==> src/hdl/spin_structure_factor_defines.svh <==
// Assertion macros for the spin structure factor block.
`ifndef SPIN_STRUCTURE_FACTOR_DEFINES_SVH
`define SPIN_STRUCTURE_FACTOR_DEFINES_SVH

`ifndef SYNTHESIS
`define SSF_ASSERT_NOW(lbl, ante, cons) \
  lbl: assert property (@(posedge clk_i) disable iff (!rst_ni) (ante) |-> (cons)) \
    else $error("spin_structure_factor: check failed");
`define SSF_ASSERT_NXT(lbl, ante, cons) \
  lbl: assert property (@(posedge clk_i) disable iff (!rst_ni) (ante) |=> (cons)) \
    else $error("spin_structure_factor: check failed");
`else
`define SSF_ASSERT_NOW(lbl, ante, cons)
`define SSF_ASSERT_NXT(lbl, ante, cons)
`endif

`endif

==> src/hdl/ssf_pkg.sv <==
// Shared types, constants and functions of the spin structure factor block.
package ssf_pkg;

  localparam int unsigned LEN_W      = 7;
  localparam int unsigned STEP_W     = 24;
  localparam int unsigned SF_W       = 35;
  localparam int unsigned CFG_IDX_W  = 3;
  localparam int unsigned CFG_DATA_W = 24;
  localparam int unsigned OUT_TDATA_W = ((3 * SF_W + 7) / 8) * 8;

  localparam logic [SF_W-1:0] SF_LIMIT  = 35'h4_0000_0000;
  localparam logic [16:0]     QTR_TURN  = 17'd65536;
  localparam logic [1:0]      LAST_COMP = 2'd2;

  typedef enum logic [CFG_IDX_W-1:0] {
    CFG_DIM    = 3'd0,
    CFG_LEN_X  = 3'd1,
    CFG_LEN_Y  = 3'd2,
    CFG_LEN_Z  = 3'd3,
    CFG_STEP_X = 3'd4,
    CFG_STEP_Y = 3'd5,
    CFG_STEP_Z = 3'd6
  } cfg_idx_e;

  typedef enum logic [3:0] {
    OP_NONE, OP_LOAD, OP_SQ, OP_HORN, OP_FIN, OP_MAC, OP_ADV, OP_N1,
    OP_N2, OP_SQLL, OP_SQMID, OP_SQHH, OP_DIVI, OP_DIVS, OP_STORE, OP_EMIT
  } op_e;

  typedef struct packed {
    op_e        op;
    logic [2:0] coef;
    logic       pass;
    logic [1:0] comp;
    logic       sel;
  } cmd_t;

  typedef struct packed {
    logic frame_end;
    logic out_busy;
  } sts_t;

  // Odd polynomial coefficients of the quarter sine, Q30.
  function automatic logic [31:0] poly_coef(input logic [2:0] idx);
    case (idx)
      3'd0:    return 32'd1686629713;
      3'd1:    return 32'd693598668;
      3'd2:    return 32'd85569274;
      3'd3:    return 32'd5026995;
      default: return 32'd172272;
    endcase
  endfunction

endpackage

==> src/hdl/ssf_ctrl.sv <==
// Sequencer that steps the shared multiplier and divider through each site and lattice end.
module ssf_ctrl #(
  parameter int unsigned QW = 56
) (
  input  logic           clk_i,
  input  logic           rst_ni,
  input  logic           in_valid_i,
  output logic           in_ready_o,
  input  ssf_pkg::sts_t  sts_i,
  output ssf_pkg::cmd_t  cmd_o
);

  localparam int unsigned CNT_W = $clog2(QW);

  typedef enum logic [3:0] {
    S_IDLE, S_SQ, S_HORN, S_FIN, S_MAC, S_ADV, S_WAIT, S_N1, S_N2,
    S_SQ2, S_DIVI, S_DIV, S_STORE, S_EMIT
  } state_e;

  state_e           state_q;
  logic [CNT_W-1:0] cnt_q;
  logic             pass_q;
  logic [1:0]       comp_q;
  logic             sel_q;

  assign in_ready_o = (state_q == S_IDLE);

  always_comb begin
    cmd_o.op   = ssf_pkg::OP_NONE;
    cmd_o.coef = cnt_q[2:0];
    cmd_o.pass = pass_q;
    cmd_o.comp = comp_q;
    cmd_o.sel  = sel_q;
    case (state_q)
      S_IDLE:  cmd_o.op = in_valid_i ? ssf_pkg::OP_LOAD : ssf_pkg::OP_NONE;
      S_SQ:    cmd_o.op = ssf_pkg::OP_SQ;
      S_HORN:  cmd_o.op = ssf_pkg::OP_HORN;
      S_FIN:   cmd_o.op = ssf_pkg::OP_FIN;
      S_MAC:   cmd_o.op = ssf_pkg::OP_MAC;
      S_ADV:   cmd_o.op = ssf_pkg::OP_ADV;
      S_N1:    cmd_o.op = ssf_pkg::OP_N1;
      S_N2:    cmd_o.op = ssf_pkg::OP_N2;
      S_SQ2: begin
        if (cnt_q == CNT_W'(0)) cmd_o.op = ssf_pkg::OP_SQLL;
        else if (cnt_q == CNT_W'(1)) cmd_o.op = ssf_pkg::OP_SQMID;
        else cmd_o.op = ssf_pkg::OP_SQHH;
      end
      S_DIVI:  cmd_o.op = ssf_pkg::OP_DIVI;
      S_DIV:   cmd_o.op = ssf_pkg::OP_DIVS;
      S_STORE: cmd_o.op = ssf_pkg::OP_STORE;
      S_EMIT:  cmd_o.op = ssf_pkg::OP_EMIT;
      default: cmd_o.op = ssf_pkg::OP_NONE;
    endcase
  end

  always_ff @(posedge clk_i or negedge rst_ni) begin
    if (!rst_ni) begin
      state_q <= S_IDLE;
      cnt_q   <= '0;
      pass_q  <= 1'b0;
      comp_q  <= '0;
      sel_q   <= 1'b0;
    end else begin
      case (state_q)
        S_IDLE: begin
          if (in_valid_i) begin
            pass_q  <= 1'b0;
            state_q <= S_SQ;
          end
        end
        S_SQ: begin
          cnt_q   <= CNT_W'(3);
          state_q <= S_HORN;
        end
        S_HORN: begin
          if (cnt_q == '0) state_q <= S_FIN;
          else cnt_q <= cnt_q - 1'b1;
        end
        S_FIN: begin
          if (!pass_q) begin
            pass_q  <= 1'b1;
            state_q <= S_SQ;
          end else begin
            comp_q  <= '0;
            sel_q   <= 1'b0;
            state_q <= S_MAC;
          end
        end
        S_MAC: begin
          sel_q <= ~sel_q;
          if (sel_q) begin
            if (comp_q == ssf_pkg::LAST_COMP) state_q <= S_ADV;
            else comp_q <= comp_q + 1'b1;
          end
        end
        S_ADV:   state_q <= sts_i.frame_end ? S_WAIT : S_IDLE;
        S_WAIT:  if (!sts_i.out_busy) state_q <= S_N1;
        S_N1:    state_q <= S_N2;
        S_N2: begin
          comp_q  <= '0;
          sel_q   <= 1'b0;
          cnt_q   <= '0;
          state_q <= S_SQ2;
        end
        S_SQ2: begin
          if (cnt_q != CNT_W'(2)) begin
            cnt_q <= cnt_q + 1'b1;
          end else begin
            cnt_q <= '0;
            sel_q <= ~sel_q;
            if (sel_q) state_q <= S_DIVI;
          end
        end
        S_DIVI: begin
          cnt_q   <= CNT_W'(QW - 1);
          state_q <= S_DIV;
        end
        S_DIV: begin
          if (cnt_q == '0) state_q <= S_STORE;
          else cnt_q <= cnt_q - 1'b1;
        end
        S_STORE: begin
          cnt_q <= '0;
          sel_q <= 1'b0;
          if (comp_q == ssf_pkg::LAST_COMP) begin
            comp_q  <= '0;
            state_q <= S_EMIT;
          end else begin
            comp_q  <= comp_q + 1'b1;
            state_q <= S_SQ2;
          end
        end
        S_EMIT:  state_q <= S_IDLE;
        default: state_q <= S_IDLE;
      endcase
    end
  end

endmodule

==> config.mk <==
export PLATFORM = sky130hd
export DESIGN_NAME = ssf_ctrl
export DESIGN_NICKNAME = d
export VERILOG_FILES = /design/src/hdl/spin_structure_factor_defines.svh /design/src/hdl/ssf_pkg.sv /design/src/hdl/ssf_ctrl.sv
export SDC_FILE = /design/constraint.sdc
export NUM_CORES = 1
export LEC_CHECK = 0
export ABC_CLOCK_PERIOD_IN_PS = 1950
export BUFFER_PORTS_ARGS = -buffer_cell sky130_fd_sc_hd__buf_2
export CORE_MARGIN = 10
export CORE_UTILIZATION = 45
export DETAILED_ROUTE_END_ITERATION = 6
export GPL_TIMING_DRIVEN = 0
export SLEW_MARGIN = 20
export SYNTH_ARGS = -nofsm -noshare
export SYNTH_HDL_FRONTEND = slang
export SYNTH_SLANG_ARGS = --single-unit
==> constraint.sdc <==
create_clock -name clk_i -period 1.95 [get_ports clk_i]
set_input_delay 0.2925 -clock clk_i [delete_from_list [all_inputs] [get_ports clk_i]]
set_output_delay 0.2925 -clock clk_i [all_outputs]
set_load 0.005 [all_outputs]
==> results of run 1 <==
[timing repair]
action / in CTS / in global routing
pin swaps: 2 / 6
endpoints found under the setup margin: 8 / 12
resized for setup: 24 / 22
cloned: 0 / 0
hold endpoints to repair: 14 / 0
buffers inserted: 15 / 4
hold buffers: 1 / 0
[stage by stage]
step	setup TNS (ns)	util, %	std cells
6_report	-0.1427	62.67	242
5_1_grt	-0.4097	62.67	242
4_1_cts	-0.1055	60.28	240
3_5_place_dp	-0.1103	52.68	221
3_3_place_gp	-0.2236	52.68	221
2_1_floorplan	0	-	174
[power by group]
| group | internal [mW] | total, mW | switching, mW | leakage, nW |
|---|---|---|---|---|
| Combinational | 1.18 | 2.39 | 1.21 | 0.599 |
| Clock | 0.114 | 0.236 | 0.122 | 0.0210 |
| Sequential | 0.415 | 0.559 | 0.144 | 0.174 |
| Total | 1.71 | 3.19 | 1.48 | 0.794 |
[layout make-up]
type                    count  area share [%]
multi-input cells         133           53.21
clock buffers               4           2.047
repair buffers             36           13.13
plain buffers              15           7.269
flip-flops and latches     14           20.04
well taps                  31           2.188
inverters                   9           2.117
[kinds of logic (layout without fill, tap and decap cells)]
family	count (synthesis)	count (layout)	share of synthesized area, %
simple gates	62	62	25.28
compound gates	55	55	25.91
buf+inv	27	64	10.31
flops	14	14	25.55
fa+ha+maj	7	7	6.387
xor+xnor	5	5	3.194
mux	4	4	3.376
[placed cells by master, fill, tap and decap left out, types with 2 or more instances in the layout]
master     instances
and2_4             2
a31oi_1            2
nor3_1             4
nand2_1            8
a21oi_1           15
dfrtp_1           10
buf_6              2
o21ai_1            2
nor3b_1            3
xnor2_1            3
a2bb2oi_1          2
nor2b_1            6
dfrtp_2            4
xor2_1             2
nor2_4             2
ha_1               6
buf_4             27
inv_1              8
mux2i_1            2
and3_1             2
nor2_1            15
o22ai_1            3
nand2b_1           6
buf_2             17
o21ai_0           14
nand3_1            6
clkbuf_8           2
clkbuf_4           4
[registers in the layout, indices dropped and copies added (netlist names)]
name,count
cnt_q,6
state_q,4
comp_q,2
pass_q,1
sel_q,1
[worst paths after layout]
check | end
setup / recovery | cmd_o[7]
hold / removal | pass_q$_DFFE_PN0P_
setup reg to reg | state_q[0]$_DFFE_PN0P_
hold reg to reg | sel_q$_DFFE_PN0P_
max in group asynchronous | cnt_q[0]$_DFFE_PN0P_
min in group asynchronous | cnt_q[4]$_DFFE_PN0P_
[tightest hold or removal path, stage by stage]
cell and delay [ns]:
buf_2 0.11, nand3_1 0.07, a21oi_1 0.06, nor2_1 0.10
[metal layers]
layer | GRT usage (%) | wire, um | up-vias | share of wire, %
met5 | 0 | 0 | - | 0
met4 | 4.536 | 60 | 0 | 1.4
met3 | 2.628 | 172 | 8 | 4.1
met2 | 25.52 | 2101 | 38 | 51
met1 | 17.37 | 1821 | 691 | 44
li1 | - | - | 690 | -
==> impl_results.md, run 1 <==
- Antenna Nets Post-Route: 0
- Clock transition at the registers of the reported paths: approximately 0.11 ns
- Fraction of layout cells with a size suffix above 1: 36.97%
- Cell Pwr Density: about 1800 mW/mm^2
- Fin crit share: 104.1%
- Largest net degree at the start of global routing: 15
- Input/output buffers: 16
- Final setup vio count: 3
- Most common cell in the netlist: nor2_1
- Syn Nets: ~190
- Synth Instances: 174
- Height of the die: ~75 um
- Async set-reset flop share out of synthesis: 100.0%
- Vias per cell: 5.897
- CTS max path bufs: 2
- Initial DRC count: 126
- Fmax: 0.4925 GHz
- Failing checks: setup timing
- Synth area leader: dfrtp_1
- Final hold slack: 0.3678 ns
- TritonRoute pass-1 iters: 4
- CTS tree: yes
- Mapped cell area: about 0.0014 mm^2
- CP max stage cell: dfrtp_1
- Placed Instance Area: 0.001490 mm^2
- Std-Cell Rows: 19
- Hold Fails Final Rpt: 0
- Die Width: 75.20 um
- Area occupied by multi-input gates: 943.4 um^2
- Fin nets: 224
- Type of the worst min-delay path: in -> reg
- First-pass GRT wire length: between 6 and 7 mm
- Least-Margin Pin Slew: 0.4665 ns
- Largest stage delay, worst path: 0.40 ns
- Final wirelength: 4.155 mm
- Initial Util: 48.47%
- Hpwl dp: 2.755 mm
- Lkg Pwr: a little under 0.8 nW
- Fill count: 239
- Post-route cell area: 0.001773 mm^2
- Diodes inserted: 0
- WP buf/inv: 4
- RSZ-0062 raised after global routing: true
- Setup Skew: approximately 0.0072 ns
- WHS Path Cells: 4
- Hold path start: in_valid_i
- Seq/Total Area, Yosys: between 20% and 30%
- CP Launch Point: state_q[0]$_DFFE_PN0P_
- Post-DR wirelength/cell: 17.17 um
- Final Max Tran Viols: 0
- Area grow syn2layout: 29.29%
- Final worst-path setup slack: -0.08054 ns
- CTS HTree Levels: 1
- Setup CP Type: reg -> out
- Worst r2r path cells: 6
- Vias: 1,427
- Top FF cell, synth: dfrtp_1
- Worst r2r src: state_q[2]$_DFFE_PN0P_
- Stages on the worst setup path: 5
- Final period demand of the worst path: approximately 2 ns
- Area of the core: 0.002829 mm^2
- Startpoint Class: flip-flop
- Crit path DAT: around 1.7 ns
- Vias in the first global route: 1,399
- Area share of the largest cell type after synthesis: 25.55%
- Die Footprint: 0.005655 mm^2
- CP Cell Sequence: buf_6, buf_4, clkinvlp_4, o41ai_2, buf_2
- Mean Syn Cell Area: 7.881 um^2
- Worst-Skew Late Latency: 0.30 ns
- Ranking of synthesized cells by area: dfrtp_1, ha_1, a21oi_1
- Reg2reg setup slack: -0.06 ns
- CTS Sinks: 14
- GRT Total Usage: between 10 and 15%
- TritonCTS buffer count: 3
- Worst slew margin: 68.63%
- Synth top cells by count: nor2_1, a21oi_1, o21ai_0
- Detailed-route DRC error count: 0
- # IOs: 17
- Sequential cell area: roughly 360 um^2
- Yosys cell types: a little over 50
- Initial antenna violation count: 0
- Number of flops mapped to enable cells by yosys: 0
- MaxCap Viol Count: 0
- Synthesis Warnings: 0
- Tot Pwr: 3.186 mW
- Routability congestion estimate: 0.9223
- Critical path fanouts, max: 9
- Worst EP required: 1.66 ns
- Outcome: complete, but fails checks
- GRT Residual Overflow: 0
- Pre-CTS setup slack: -0.04939 ns
- Max VDD drop: ~700 uV
- Synthesis-stage register bit count: 14
- Root Driver: clkbuf_4
- Cell family with most CP delay: buffers and inverters
- Setup crit end kind: output pin
Note: power is estimated with default switching activity, not from simulation.
==> run 2: changes to the inputs <==
--- a/config.mk
+++ b/config.mk
@@ -7,10 +7,12 @@
 export LEC_CHECK = 0
 export ABC_CLOCK_PERIOD_IN_PS = 1950
 export BUFFER_PORTS_ARGS = -buffer_cell sky130_fd_sc_hd__buf_2
+export CAP_MARGIN = 10
 export CORE_MARGIN = 10
 export CORE_UTILIZATION = 45
 export DETAILED_ROUTE_END_ITERATION = 6
 export GPL_TIMING_DRIVEN = 0
+export MAX_ROUTING_LAYER = met4
 export SLEW_MARGIN = 20
 export SYNTH_ARGS = -nofsm -noshare
 export SYNTH_HDL_FRONTEND = slang
==> impl_results.md, run 2 (synthesized netlist as in run 1, its figures left out) <==
- Final core occ: 65.50%
- Biggest regs: cnt_q x6, state_q x4, comp_q x2
- Final wirelength: 4.164 mm
- Initial Util: roughly half
- Final Max Tran Viols: 0
- Largest stage delay, worst path: about 0.55 ns
- Largest net degree at the start of global routing: 15
- Height of the die: around 75 um
- Least-Margin Pin Slew: 0.4879 ns
- Hold Fails Final Rpt: 0
- Crit path DAT: roughly 1.8 ns
- CP Launch Point: state_q[0]$_DFFE_PN0P_
- Fmax: just under 0.5 GHz
- GRT Total Usage: roughly 15%
- TritonRoute pass-1 iters: 4
- Vias in the first global route: 1,459
- Initial DRC count: 154
- Initial antenna violation count: 0
- Critical path fanouts, max: 10
- Max reg flops: 6
- Std-Cell Rows: 19
- Switching share of power: between 40% and 50%
- Hold path start: in_valid_i
- CTS HTree Levels: 1
- GRT Residual Overflow: 0
- TritonCTS buffer count: 3
- Comb pwr share: roughly 76%
- CTS tree: yes
- CTS Sinks: 14
- Lkg Pwr: 0.8256 nW
- Clock power share: 7.0%
- Detailed-route DRC error count: 0
- Hpwl dp: ~2.8 mm
- Cell family with most CP delay: simple AND/OR/NAND/NOR gates
- Die Footprint: 0.005655 mm^2
- Worst slew margin: about two thirds
- Routability congestion estimate: ~0.94
- Failing checks: setup timing
- Vias per cell: between 5 and 6
- Area grow syn2layout: 35.13%
- Seq pwr share: roughly 17%
- Commonest non-fill, non-tap cell in the layout: buf_4
- CTS max path bufs: 2
- Vias: 1,438
- Area of the core: approximately 0.0028 mm^2
- Fin nets: 228
- Type of the worst min-delay path: in -> reg
- Setup Skew: roughly 0.0018 ns
- Fin crit share: 106.6%
- Setup crit end kind: output pin
- Diodes inserted: 0
- Setup CP Type: reg -> out
- First-pass GRT wire length: 6.748 mm
- CP max stage cell: or4_4
- Final worst-path setup slack: -0.1281 ns
- Startpoint Class: flip-flop
- RSZ-0062 raised after global routing: true
- Worst-Skew Late Latency: 0.30 ns
- Root Driver: clkbuf_4
- Antenna Nets Post-Route: 0
- Final hold slack: 0.3688 ns
- NetSw: 1.527 mW
- Fin Setup TNS: -0.2501 ns
- Post-DR wirelength/cell: 16.93 um
- Input/output buffers: 16
- Commonest cells after routing, fill and taps aside: buf_4, buf_2, nor2_1, a21oi_1, o21ai_0
- CP Cell Sequence: buf_6, clkbuf_16, or4_4, o41ai_2, buf_2
- Max VDD drop: 886.1 uV
- Worst EP required: 1.66 ns
- WP buf/inv: 3
- Pre-CTS setup slack: -0.1103 ns
- Final period demand of the worst path: 2.078 ns
- Top reg by flops: cnt_q
- Die Width: between 70 and 80 um
- Cell Pwr Density: 1807 mW/mm^2
- P_int: 1.822 mW
- MaxCap Viol Count: 0
- Clock transition at the registers of the reported paths: 0.10 ns
- Worst r2r src: cnt_q[2]$_DFFE_PN0P_
- # IOs: 17
- Final setup vio count: 3
- Outcome: complete, but fails checks
- Fraction of layout cells with a size suffix above 1: 40.93%
- Tot Pwr: roughly 3.3 mW
[run 2: cell count changes in the layout (fill, tap and decap cells not counted), sizes merged]
| cell | previous run | this run |
|---|---|---|
| buf | 47 | 49 |
| clkbuf | 7 | 9 |
[run 2: what timing repair did]
item                                    4_1_cts  5_1_grt
cloned                                        0        0
endpoints found under the hold margin        14        0
endpoints found under the setup margin        9       13
setup buffers                                16        5
resized for setup                            29       28
pin swaps                                     6        5
hold buffers                                  1        0
[run 2: layout make-up]
class	count	area, um^2
Sequential cell	14	355.3
Clock buffer	4	36.28
Inverter	9	37.54
Buffer	17	167.7
Timing Repair Buffer	38	255.2
Fill cell	246	975.9
Multi-Input combinational cell	133	962.2
Tap cell	31	38.79
[run 2: path summary, 6_finish.rpt]
kind	end	slack (ns)	cells after the start
setup / recovery	cmd_o[7]	-0.13	5
hold / removal	pass_q$_DFFE_PN0P_	0.37	4
setup reg to reg	state_q[0]$_DFFE_PN0P_	-0.02	8
hold reg to reg	pass_q$_DFFE_PN0P_	0.62	2
max in group asynchronous	state_q[2]$_DFFE_PN0P_	1.26	2
min in group asynchronous	cnt_q[3]$_DFFE_PN0P_	0.41	2
[run 2: per-layer routing]
layer  vias to the layer above  share of wire (%)  global-route usage [%]
met2                        53                 51                   25.90
met1                       676                 42                   17.86
met5                         -                  0                       -
met4                         0                2.4                   6.186
li1                        701                  -                       -
met3                         8                4.8                   2.497
[run 2: worst reg2reg max path: stages, from the launching register on]
cell,delay [ns]
dfrtp_1,0.40
buf_6,0.13
nor4_4,0.30
buf_4,0.16
and2_4,0.13
buf_4,0.11
o211a_1,0.19
o211ai_2,0.13
mux2_4,0.32
[run 2: power groups by stage]
stage | clock [mW] | sequential [mW] | combinational [mW]
2_1_floorplan | 0 | 0.520 | 1.36
3_3_place_gp | 0 | 0.549 | 1.79
3_5_place_dp | 0 | 0.555 | 1.81
4_1_cts | 0.236 | 0.549 | 2.24
5_1_grt | 0.248 | 0.582 | 2.78
6_report | 0.234 | 0.563 | 2.55
[run 2: stage by stage]
stage                     cell area (um^2)  instances
after global placement                1490        221
after CTS                             1737        241
after global routing                  1853        246
after floorplan                       1371        174
final                                 1853        246
after detailed placement              1490        221
